<file path="src/hw/rtl/lkvc_pkg.sv">
`default_nettype none
// ----------------------------------------------------------------------------
// lkvc_pkg
// Shared types, codes and default sizes for the key-value cache.
// ----------------------------------------------------------------------------
package lkvc_pkg;

   localparam int ENTRIES_DEF    = 16;
   localparam int KEY_BITS_DEF   = 32;
   localparam int VALUE_BITS_DEF = 32;

   localparam int FUNC_W = 2;
   localparam int OCC_W  = 5;
   localparam int CAP_W  = 5;

   localparam logic [CAP_W-1:0] CAP_RESET = CAP_W'(16);

   localparam logic [FUNC_W-1:0] FUNC_PUT      = 2'd0;
   localparam logic [FUNC_W-1:0] FUNC_GET      = 2'd1;
   localparam logic [FUNC_W-1:0] FUNC_CONTAINS = 2'd2;
   localparam logic [FUNC_W-1:0] FUNC_ERASE    = 2'd3;

   localparam logic [2:0] CELL_NOP    = 3'd0;
   localparam logic [2:0] CELL_LOOK   = 3'd1;
   localparam logic [2:0] CELL_TOUCH  = 3'd2;
   localparam logic [2:0] CELL_DROP   = 3'd3;
   localparam logic [2:0] CELL_INSERT = 3'd4;

   typedef struct packed {
      logic [2:0] op;
      logic       wr_value;
      logic       evict_en;
   } cell_cmd_type;

endpackage
`default_nettype wire

</file>
<file path="src/hw/rtl/lkvc_cell.sv">
`default_nettype none
// ----------------------------------------------------------------------------
// lkvc_cell
// One cache entry. Matches are collected down the row through neighbor links.
// ----------------------------------------------------------------------------
module lkvc_cell import lkvc_pkg::*; #(
   parameter int KEY_BITS   = KEY_BITS_DEF,
   parameter int VALUE_BITS = VALUE_BITS_DEF,
   parameter int RANK_W     = 4
) (
   input  wire logic                  clock,
   input  wire logic                  reset,
   input  wire cell_cmd_type          cmd,
   input  wire logic [KEY_BITS-1:0]   key,
   input  wire logic [VALUE_BITS-1:0] value,
   input  wire logic [RANK_W-1:0]     ref_rank,
   input  wire logic [RANK_W-1:0]     last_rank,
   input  wire logic                  hit_prev,
   input  wire logic [RANK_W-1:0]     rank_prev,
   input  wire logic [VALUE_BITS-1:0] value_prev,
   input  wire logic                  free_prev,
   output logic                       hit_next,
   output logic [RANK_W-1:0]          rank_next,
   output logic [VALUE_BITS-1:0]      value_next,
   output logic                       free_next,
   output logic                       valid_o
);

   logic                  valid_ff, valid_in;
   logic [KEY_BITS-1:0]   key_ff, key_in;
   logic [VALUE_BITS-1:0] value_ff, value_in;
   logic [RANK_W-1:0]     rank_ff, rank_in;
   logic                  hit_ff, hit_in;
   logic                  ins_ff, ins_in;
   logic                  victim_ff, victim_in;

   logic hit_here;
   logic victim_here;
   logic free_here;

   assign hit_here    = valid_ff && (key_ff == key);
   assign victim_here = valid_ff && (rank_ff == last_rank) && cmd.evict_en;
   assign free_here   = !valid_ff || victim_here;

   assign hit_next   = hit_prev || hit_here;
   assign rank_next  = rank_prev | (hit_here ? rank_ff : '0);
   assign value_next = value_prev | (hit_here ? value_ff : '0);
   assign free_next  = free_prev || free_here;
   assign valid_o    = valid_ff;

   always_comb begin
      valid_in  = valid_ff;
      key_in    = key_ff;
      value_in  = value_ff;
      rank_in   = rank_ff;
      hit_in    = hit_ff;
      ins_in    = ins_ff;
      victim_in = victim_ff;
      case (cmd.op)
         CELL_LOOK: begin
            hit_in    = hit_here;
            ins_in    = free_here && !free_prev;
            victim_in = victim_here;
         end
         CELL_TOUCH: begin
            if (hit_ff) begin
               rank_in = '0;
               if (cmd.wr_value) begin
                  value_in = value;
               end
            end else if (valid_ff && (rank_ff < ref_rank)) begin
               rank_in = rank_ff + 1'b1;
            end
         end
         CELL_DROP: begin
            if (hit_ff) begin
               valid_in = 1'b0;
               rank_in  = '0;
            end else if (valid_ff && (rank_ff > ref_rank)) begin
               rank_in = rank_ff - 1'b1;
            end
         end
         CELL_INSERT: begin
            if (ins_ff) begin
               valid_in = 1'b1;
               key_in   = key;
               value_in = value;
               rank_in  = '0;
            end else if (victim_ff) begin
               valid_in = 1'b0;
               rank_in  = '0;
            end else if (valid_ff) begin
               rank_in = rank_ff + 1'b1;
            end
         end
         default: begin
         end
      endcase
   end

   always_ff @(posedge clock) begin
      if (reset) begin
         valid_ff  <= 1'b0;
         rank_ff   <= '0;
         hit_ff    <= 1'b0;
         ins_ff    <= 1'b0;
         victim_ff <= 1'b0;
      end else begin
         valid_ff  <= valid_in;
         rank_ff   <= rank_in;
         hit_ff    <= hit_in;
         ins_ff    <= ins_in;
         victim_ff <= victim_in;
      end
      key_ff   <= key_in;
      value_ff <= value_in;
   end

endmodule
`default_nettype wire

</file>
<file path="config.mk">
export PLATFORM = sky130hd
export DESIGN_NAME = lkvc_cell
export DESIGN_NICKNAME = d
export VERILOG_FILES = /design/src/hw/rtl/lkvc_pkg.sv /design/src/hw/rtl/lkvc_cell.sv
export SDC_FILE = /design/constraint.sdc
export NUM_CORES = 1
export LEC_CHECK = 0
export BUFFER_PORTS_ARGS = -buffer_cell sky130_fd_sc_hd__buf_2
export CORE_UTILIZATION = 47
export CTS_CLUSTER_SIZE = 24
export DETAILED_ROUTE_END_ITERATION = 6
export GPL_TIMING_DRIVEN = 0
export PLACE_DENSITY = 0.91
export SLEW_MARGIN = 40
export SYNTH_ARGS = -nofsm -noshare
export SYNTH_HDL_FRONTEND = slang
export SYNTH_SLANG_ARGS = --single-unit
</file>
<file path="constraint.sdc">
create_clock -name clock -period 4.32 [get_ports clock]
set_clock_uncertainty 0.15 [all_clocks]
set_input_delay 0.864 -clock clock [delete_from_list [all_inputs] [get_ports clock]]
set_output_delay 0.864 -clock clock [all_outputs]
set_load 0.005 [all_outputs]
</file>
==> After elaboration in Yosys (flattened, before gate mapping) <==
Index checks and enable logic that the tools add are counted.
{ "word_totals": {"ff_bits": 72, "ram_bits": 0, "mem_count": 0, "latchBits": 0, "word_cells": 63, "mem_bits_ro": 0, "in_bits": 117} }
{ "op_classes": {"n_div": 0, "reduce_logical": 18, "order_cmp": 2, "n_mux": 18, "n_eq_ne": 14, "mul": 0, "shifts": 0, "n_bitwise": 2, "n_addsub": 2} }
{ "ops": {"columns": ["cell", "count"], "rows": [
  ["2-to-1 mux 32 bit", 4],
  ["case mux 32 bit (2 select lines)", 1],
  ["== test 32 bit", 1],
  ["2-to-1 mux 4 bit", 8],
  ["bitwise OR 32 bit", 1],
  ["case mux 4 bit (3 select lines)", 1],
  ["!= test 3 bit (second input constant)", 3],
  ["!= test 2 bit (second input constant)", 4],
  ["AND reduction 4 bit", 2],
  ["== test 3 x 2 -> 1 bit (second input constant)", 2],
  ["logical AND 1 bit", 6],
  ["adder 4 x 1 -> 4 bit (second input constant)", 1],
  ["== test 4 bit", 1],
  ["> comparator 4 bit", 1],
  ["less-than comparator 4 bit", 1],
  ["!= test 4 bit (second input constant)", 1],
  ["bitwise OR 4 bit", 1],
  ["nonzero test 2 bit", 2],
  ["subtractor 4 x 1 -> 4 bit (second input constant)", 1],
  ["== test 3 x 1 -> 1 bit (second input constant)", 1],
  ["== test 3 bit (second input constant)", 1],
  ["logical OR 1 bit", 3],
  ["2-to-1 mux 1 bit", 3],
  ["AND reduction 3 bit", 1],
  ["other kinds (4)", 5]
]} }

==> Longest topological paths before layout <==
Gate-level depths: netlist of the first run.
{ "logic_depth": {"ltp_word": 5, "mapped_depth": 8} }

==> Worst setup path before layout of the first run <==
No wires, ideal clock.
{ "synth_timing": {"path_type": "input to register", "start": "input port cmd[3] (netlist bit)", "end": "register value_ff[0], enable pin", "t_arrival_ps": 2829, "path_slack_ps": 910, "setup_time_ps": 432, "cell_stages": 3, "cell_sequence": "clkbuf_1 nand4b_1 a21oi_1"} }
{ "synth_between": {"elab_chain_len": 3, "word_cells_on_any_way": 7, "classes_between": "eq/ne (5); reduce/logical (2)"} }
{ "synth_rtl": {"columns": ["item", "line_no", "rtl"], "rows": [
  ["from (decl)", "lkvc_cell.sv:13", "input wire cell_cmd_type cmd,"],
  ["== test 3 bit or == test 3 x 2 -> 1 bit (tied branches)", "lkvc_cell.sv:59", "case (cmd.op)"],
  ["!= test 2 bit (no line) or nonzero test 2 bit (tied branches)", null, null],
  ["AND reduction 4 bit (no line) *", null, null],
  ["to (signal assigned)", "lkvc_cell.sv:116", "value_ff <= value_in;"],
  ["to (decl)", "lkvc_cell.sv:31", "logic [VALUE_BITS-1:0] value_ff, value_in;"]
]} }
Mark *: on every way between the ends. The rest lies on a longest branch, timed or not.
A chain may end at the register's enable or synchronous reset.

==> Worst setup path in the final report of the first run <==
{ "layout_timing": {"start": "input port key[30]", "end": "output port value_next[24]"} }
{ "layout_between": {"elab_chain_len": 4} }
{ "layout_rtl": {"columns": ["item", "line_no", "rtl"], "rows": [
  ["from (decl)", "lkvc_cell.sv:14", "input wire logic [KEY_BITS-1:0] key,"],
  ["== test 32 bit", "lkvc_cell.sv:41", "assign hit_here = valid_ff && (key_ff == key);"],
  ["logical AND 1 bit", "lkvc_cell.sv:41", null],
  ["2-to-1 mux 32 bit", "lkvc_cell.sv:47", "assign value_next = value_prev | (hit_here ? value_ff : '0);"],
  ["bitwise OR 32 bit", "lkvc_cell.sv:47", null],
  ["to (decl)", "lkvc_cell.sv:24", "output logic [VALUE_BITS-1:0] value_next,"]
]} }
No other way between the ends.

==> metrics.csv, run 1 <==
metric,value,unit
DRC viols,0,
"commonest non-fill, non-tap cell in the layout",buf_2,
Clock Latency Late Sink,0.33,ns
Hold Crit Class,reg -> reg,
Critical Path RT,3.31,ns
area share of the largest cell type after synthesis,57.5,%
fin util,65.3,%
final hold vios,0,
arrival time at the worst endpoint,2.75,ns
clock buffer depth,2,
Mapped Avg Cell Area,13.4,sq um
Total Routing Usage GR,20.7,%
DRT Pass-1 Iters,4,
"Cell Area, Synth",3340,sq um
Peak Freq,266,MHz
Final Setup Violations,0,
Iter 0 DRT Violations,86,
Initial Utilization,48.9,%
Via Count,2650,
"commonest non-fill, non-tap cells in the layout","buf_2 (153), edfxtp_1 (64), a21o_1 (36)",
Yosys cell types,47,
post-CTS setup buffers,0,
Max-cap violations,0,
CTS root buf,clkbuf_8,
RSZ-0062 raised after global routing,false,
DR vias/cell,5.15,
total negative slack,0,ns
WL final,7700,um
# diodes,0,
initial antenna violation count,0,
I/O Buffers,152,
# H-tree levels,3,
Period minus WS final,3.76,ns
fillers,564,
Congestion Overflow GR,0,
Yosys reg bits,72,
first-pass GRT wire length,11700,um
Hold WS,0.403,ns
"top cells by area, synth","edfxtp_1 (57%), a21o_1 (8.1%), xor2_1 (6.3%)",
async set-or-reset flop fraction in the synthesized netlist,0,%
hold buffers post-CTS,0,
Die H,86.3,um
CTS Sinks,72,
post-synth top area cell,edfxtp_1,
Lkg Pwr,1.99,nW
slowest CP cell,nor4_1,
number of flops mapped to enable cells by yosys,64,
"Reg clk slew, reported paths",0.07,ns
Syn. warnings,0,
Syn Inst Count,250,
DP Cell Count,499,
Syn Nets,373,
Worst Setup End Kind,primary output,
Die Width,86.3,um
period utilization,87.1,%
final setup margin,0.559,ns
layout cells sized above 1,43.0,%
nets,537,
DP Worst Slack,0.551,ns
CP Max Fanout,10,
# resized after CTS,0,
remaining antenna violation count,0,
Core Rows,30,
CP Class,in -> out,
Post-DP HPWL,5860,um
Slew HR,49.7,%
Startpoint Class,input port,
vias in the first global route,2556,
footprint of the multi-input gates,1190,sq um
pin count of the biggest net entering global routing,34,
Synth Flop Type,edfxtp_1,
max-slew violation count,0,
core area,6830,sq um
peak per-stage delay on the critical path,0.45,ns
worst vdd ir,0.149,mV
sequential share of the synthesized area,62.3,%
critical-path cell list,buf_2 -> xor2_1 -> nor4_1 -> nand4_1 -> nor4_1 -> buf_4 -> buf_4 -> a21o_1 -> buf_2,
area added between synthesis and finish,33.4,%
clock buffer count from CTS,9,
PwrDens,324,nW/um^2
Routability Congestion,0.847,
status,finished clean,
wire per inst,14.9,um
Reg area,2080,sq um
worst slew pin tran,0.754,ns
die area,7450,sq um
# IOs,156,
Non-Filler Instances,515,
TritonCTS clock tree,built,
cells by family (layout without fill, tap and decap cells):
group	count (synthesis)	in the layout	synth area share, %
AO/OA/AOI/OAI	65	65	14.9
XOR/XNOR	33	33	8.65
adder cells (fa/ha/maj)	6	6	2.25
buffers and inverters	20	189	2.62
flip-flops	72	72	62.3
multiplexers	1	1	0.299
AND/OR/NAND/NOR	53	53	9.06
where the power goes:
group	leakage, nW	switching [mW]	internal (mW)	total (mW)
clock network	0.0949	0.253	0.267	0.520
registers	0.641	0.00658	0.761	0.768
logic	1.25	0.0689	0.0858	0.155
total	1.99	0.329	1.11	1.44
layer usage:
layer,track usage [%],vias up,part of all wire [%]
met2,38.0,104,53
met5,0,-,0
met1,23.2,1260,39
met4,9.55,0,1.3
met3,4.00,9,6.7
li1,-,1277,-
stage by stage:
stage / cell area [sq um] / power, mW
floorplan: 3340 / 0.850
global placement: 4220 / 0.929
detailed placement: 4260 / 0.938
CTS: 4460 / 1.46
global route: 4460 / 1.50
finish: 4460 / 1.44
cell type report:
cell class                      count  share of cell area (%)
Sequential cell                    72                    46.7
Timing Repair Buffer              153                    17.7
Clock inverter                      7                    1.60
Inverter                           10                   0.842
Clock buffer                        9                    2.78
Multi-Input combinational cell    158                    26.6
Buffer                             10                    1.12
Tap cell                           96                    2.69
worst paths after layout:
path	from	end	slack, ns	depth (start not counted)
max	key[30]	value_next[24]	0.56	9
min	victim_ff	victim_ff	0.40	2
max reg2reg	rank_ff[0]	rank_ff[2]	1.91	8
min reg2reg	victim_ff	victim_ff	0.40	2
Yosys cell counts, drive strengths merged, types with 2 or more instances:
library cell  number
edfxtp            64
a21o              36
xor2              24
nor2              12
inv               10
xnor2              9
dfxtp              8
nor4               7
a21oi              6
ha                 6
buf                5
clkbuf             5
nand4              5
o21ai              5
nand2              4
nand2b             4
nor3               4
or2                4
nand3              3
a221oi             2
nor3b              2
o2111ai            2
o31ai              2
or3                2
flip-flops by register name (all words and copies together) (netlist names):
register   flops
hit_ff         1
rank_ff        4
valid_o        1
ins_ff         1
victim_ff      1
value_ff      32
key_ff        32
worst max-delay path: cells and delay by family:
| kind | cells | cell delay [ns] |
|---|---|---|
| and+or+nand+nor | 3 | 0.92 |
| AOI/OAI and AO/OA | 1 | 0.13 |
| xor gates and xnor gates | 1 | 0.15 |
| buffers and inverters | 4 | 0.68 |
No activity file was read; power rests on OpenSTA's default activity.
==> run 2: changes to the inputs <==
--- a/config.mk
+++ b/config.mk
@@ -5,12 +5,14 @@
 export SDC_FILE = /design/constraint.sdc
 export NUM_CORES = 1
 export LEC_CHECK = 0
+export ABC_AREA = 1
 export BUFFER_PORTS_ARGS = -buffer_cell sky130_fd_sc_hd__buf_2
-export CORE_UTILIZATION = 47
+export CORE_UTILIZATION = 48
 export CTS_CLUSTER_SIZE = 24
 export DETAILED_ROUTE_END_ITERATION = 6
 export GPL_TIMING_DRIVEN = 0
-export PLACE_DENSITY = 0.91
+export PLACE_DENSITY = 0.9
+export SKIP_CTS_REPAIR_TIMING = 1
 export SLEW_MARGIN = 40
 export SYNTH_ARGS = -nofsm -noshare
 export SYNTH_HDL_FRONTEND = slang
==> metrics.csv, run 2 <==
metric,value,unit
clock buffer depth,2,
post-route cell area,4800,sq um
# IOs,156,
Reg area,2080,sq um
initial antenna violation count,2,
"commonest non-fill, non-tap cell in the layout",buf_2,
clock buffer count from CTS,9,
Worst Setup End Kind,primary output,
area post-placement,4620,sq um
first-pass GRT wire length,11900,um
RSZ-0062 raised after global routing,false,
CP Max Fanout,10,
Initial Utilization,50.2,%
Congestion Overflow GR,0,
Startpoint Class,input port,
number of flops mapped to enable cells by yosys,64,
Via Count,3029,
Clk pwr share,33.6,%
top flop regs,"key_ff: 32 flops, value_ff: 32 flops, rank_ff: 4 flops",
Syn Nets,493,
WL final,8090,um
Syn. warnings,0,
Die H,89.3,um
PwrDens,300,nW/um^2
# H-tree levels,3,
Hold Crit Class,reg -> reg,
Total Routing Usage GR,20.2,%
worst slew pin tran,0.563,ns
Gate power share,12.6,%
Die Width,89.3,um
Syn Inst Count,370,
Critical Path RT,3.31,ns
final setup margin,1.02,ns
TritonCTS clock tree,built,
post-synth top area cell,edfxtp_1,
Period minus WS final,3.30,ns
top post-synthesis cells by count,"inv_1 (85), nand2_1 (71), edfxtp_1 (64)",
Post-DP HPWL,6390,um
final hold vios,0,
CTS root buf,clkbuf_8,
Hold WS,0.403,ns
remaining antenna violation count,0,
worst vdd ir,0.178,mV
DR vias/cell,4.71,
dominant cell by count in the synthesized netlist,inv_1,
"top cells by area, synth","edfxtp_1 (53%), inv_1 (8.7%), nand2_1 (7.3%)",
DRT Pass-1 Iters,4,
layout cells sized above 1,37.0,%
die area,7970,sq um
Yosys reg bits,72,
Sequential Power Share,53.8,%
status,finished clean,
max-slew violation count,0,
"Reg clk slew, reported paths",0.08,ns
I/O Buffers,155,
sequential share of the synthesized area,56.9,%
area share of the largest cell type after synthesis,52.5,%
DRC viols,0,
total power,1.44,mW
DP Worst Slack,1.06,ns
vias in the first global route,2738,
Peak Freq,303,MHz
"Cell Area, Synth",3660,sq um
Final Setup Violations,0,
CP Class,in -> out,
Synth Flop Type,edfxtp_1,
switch share,25.2,%
cell internal pwr,1.08,mW
"commonest non-fill, non-tap cells in the layout","buf_2 (156), inv_1 (85), nand2_1 (71)",
Clock Latency Late Sink,0.35,ns
Yosys cell types,25,
arrival time at the worst endpoint,2.29,ns
fin util,65.8,%
Non-Filler Instances,643,
DP Cell Count,626,
CTS Sinks,72,
Routability Congestion,0.909,
area added between synthesis and finish,31.2,%
Mapped Avg Cell Area,9.88,sq um
FF-to-FF setup slack,2.32,ns
Slew HR,62.3,%
period utilization,76.4,%
Max-cap violations,0,
Core Rows,31,
total negative slack,0,ns
pin count of the biggest net entering global routing,20,
Psw,362,uW
fillers,607,
Iter 0 DRT Violations,111,
Lkg Pwr,2.33,nW
core area,7290,sq um
wire per inst,12.6,um
nets,661,
async set-or-reset flop fraction in the synthesized netlist,0,%
footprint of the multi-input gates,1230,sq um
## run 2: cell types whose count changed in the layout (fill, tap and decap cells not counted), sizes merged, moves of 10 or more
cell / previous run / this run
o21bai: 0 / 37
nor2: 12 / 28
xor2: 24 / 6
nand3: 3 / 13
a21o: 36 / 0
inv: 11 / 88
nand2: 4 / 71
## run 2: path summary, 6_finish.rpt
| check | end | depth (start not counted) | from |
|---|---|---|---|
| worst min-delay path | rank_ff[0] | 2 | rank_ff[0] |
| worst max register to register | rank_ff[1] | 10 | rank_ff[0] |
| worst max-delay path | value_next[12] | 14 | key[29] |
| worst min register to register | rank_ff[0] | 2 | rank_ff[0] |
## run 2: layout make-up
class	count	area share [%]
clock inverter	7	1.15
tap	99	2.58
clock buffer	9	2.58
multi-input combinational	207	25.6
timing repair buffer	157	17.0
buffer	5	0.886
inverter	86	6.73
sequential	72	43.4
antenna	1	0.0521
## run 2: per-layer routing
layer  share of wire, %  global-route usage [%]  wire (um)
met1                 39                    21.2       3120
met2                 52                    37.8       4240
met3                6.8                    5.26        554
met4                2.0                    9.09        165
met5               0.16                       0         13
## run 2: power groups by stage
| stage | registers [mW] | logic, mW | clock network [mW] |
|---|---|---|---|
| CTS | 0.773 | 0.182 | 0.494 |
| finish | 0.773 | 0.182 | 0.483 |
| floorplan | 0.788 | 0.0901 | 0 |
| global placement | 0.789 | 0.171 | 0 |
| detailed placement | 0.789 | 0.181 | 0 |
| global route | 0.774 | 0.207 | 0.522 |
## run 2: logic make-up (layout without fill, tap and decap cells)
group / after synthesis / count (layout) / share of synthesized area, %
and+or+nand+nor: 118 / 118 / 12.9
buffers and inverters: 91 / 264 / 9.99
DFF: 72 / 72 / 56.9
AOI/OAI and AO/OA: 64 / 64 / 13.5
xor gates and xnor gates: 19 / 19 / 4.55
adders and majority gates: 6 / 6 / 2.05
other: 0 / 1 / 0
## run 2: critical path: stages
cell	delay, ns
buf_2	0.10
inv_1	0.06
nand2_1	0.08
nand2_1	0.06
inv_1	0.04
nand2_1	0.04
nor2_1	0.08
nand2_1	0.06
nor2_1	0.12
nand3_1	0.17
buf_6	0.19
buf_6	0.16
o21bai_2	0.13
buf_2	0.13
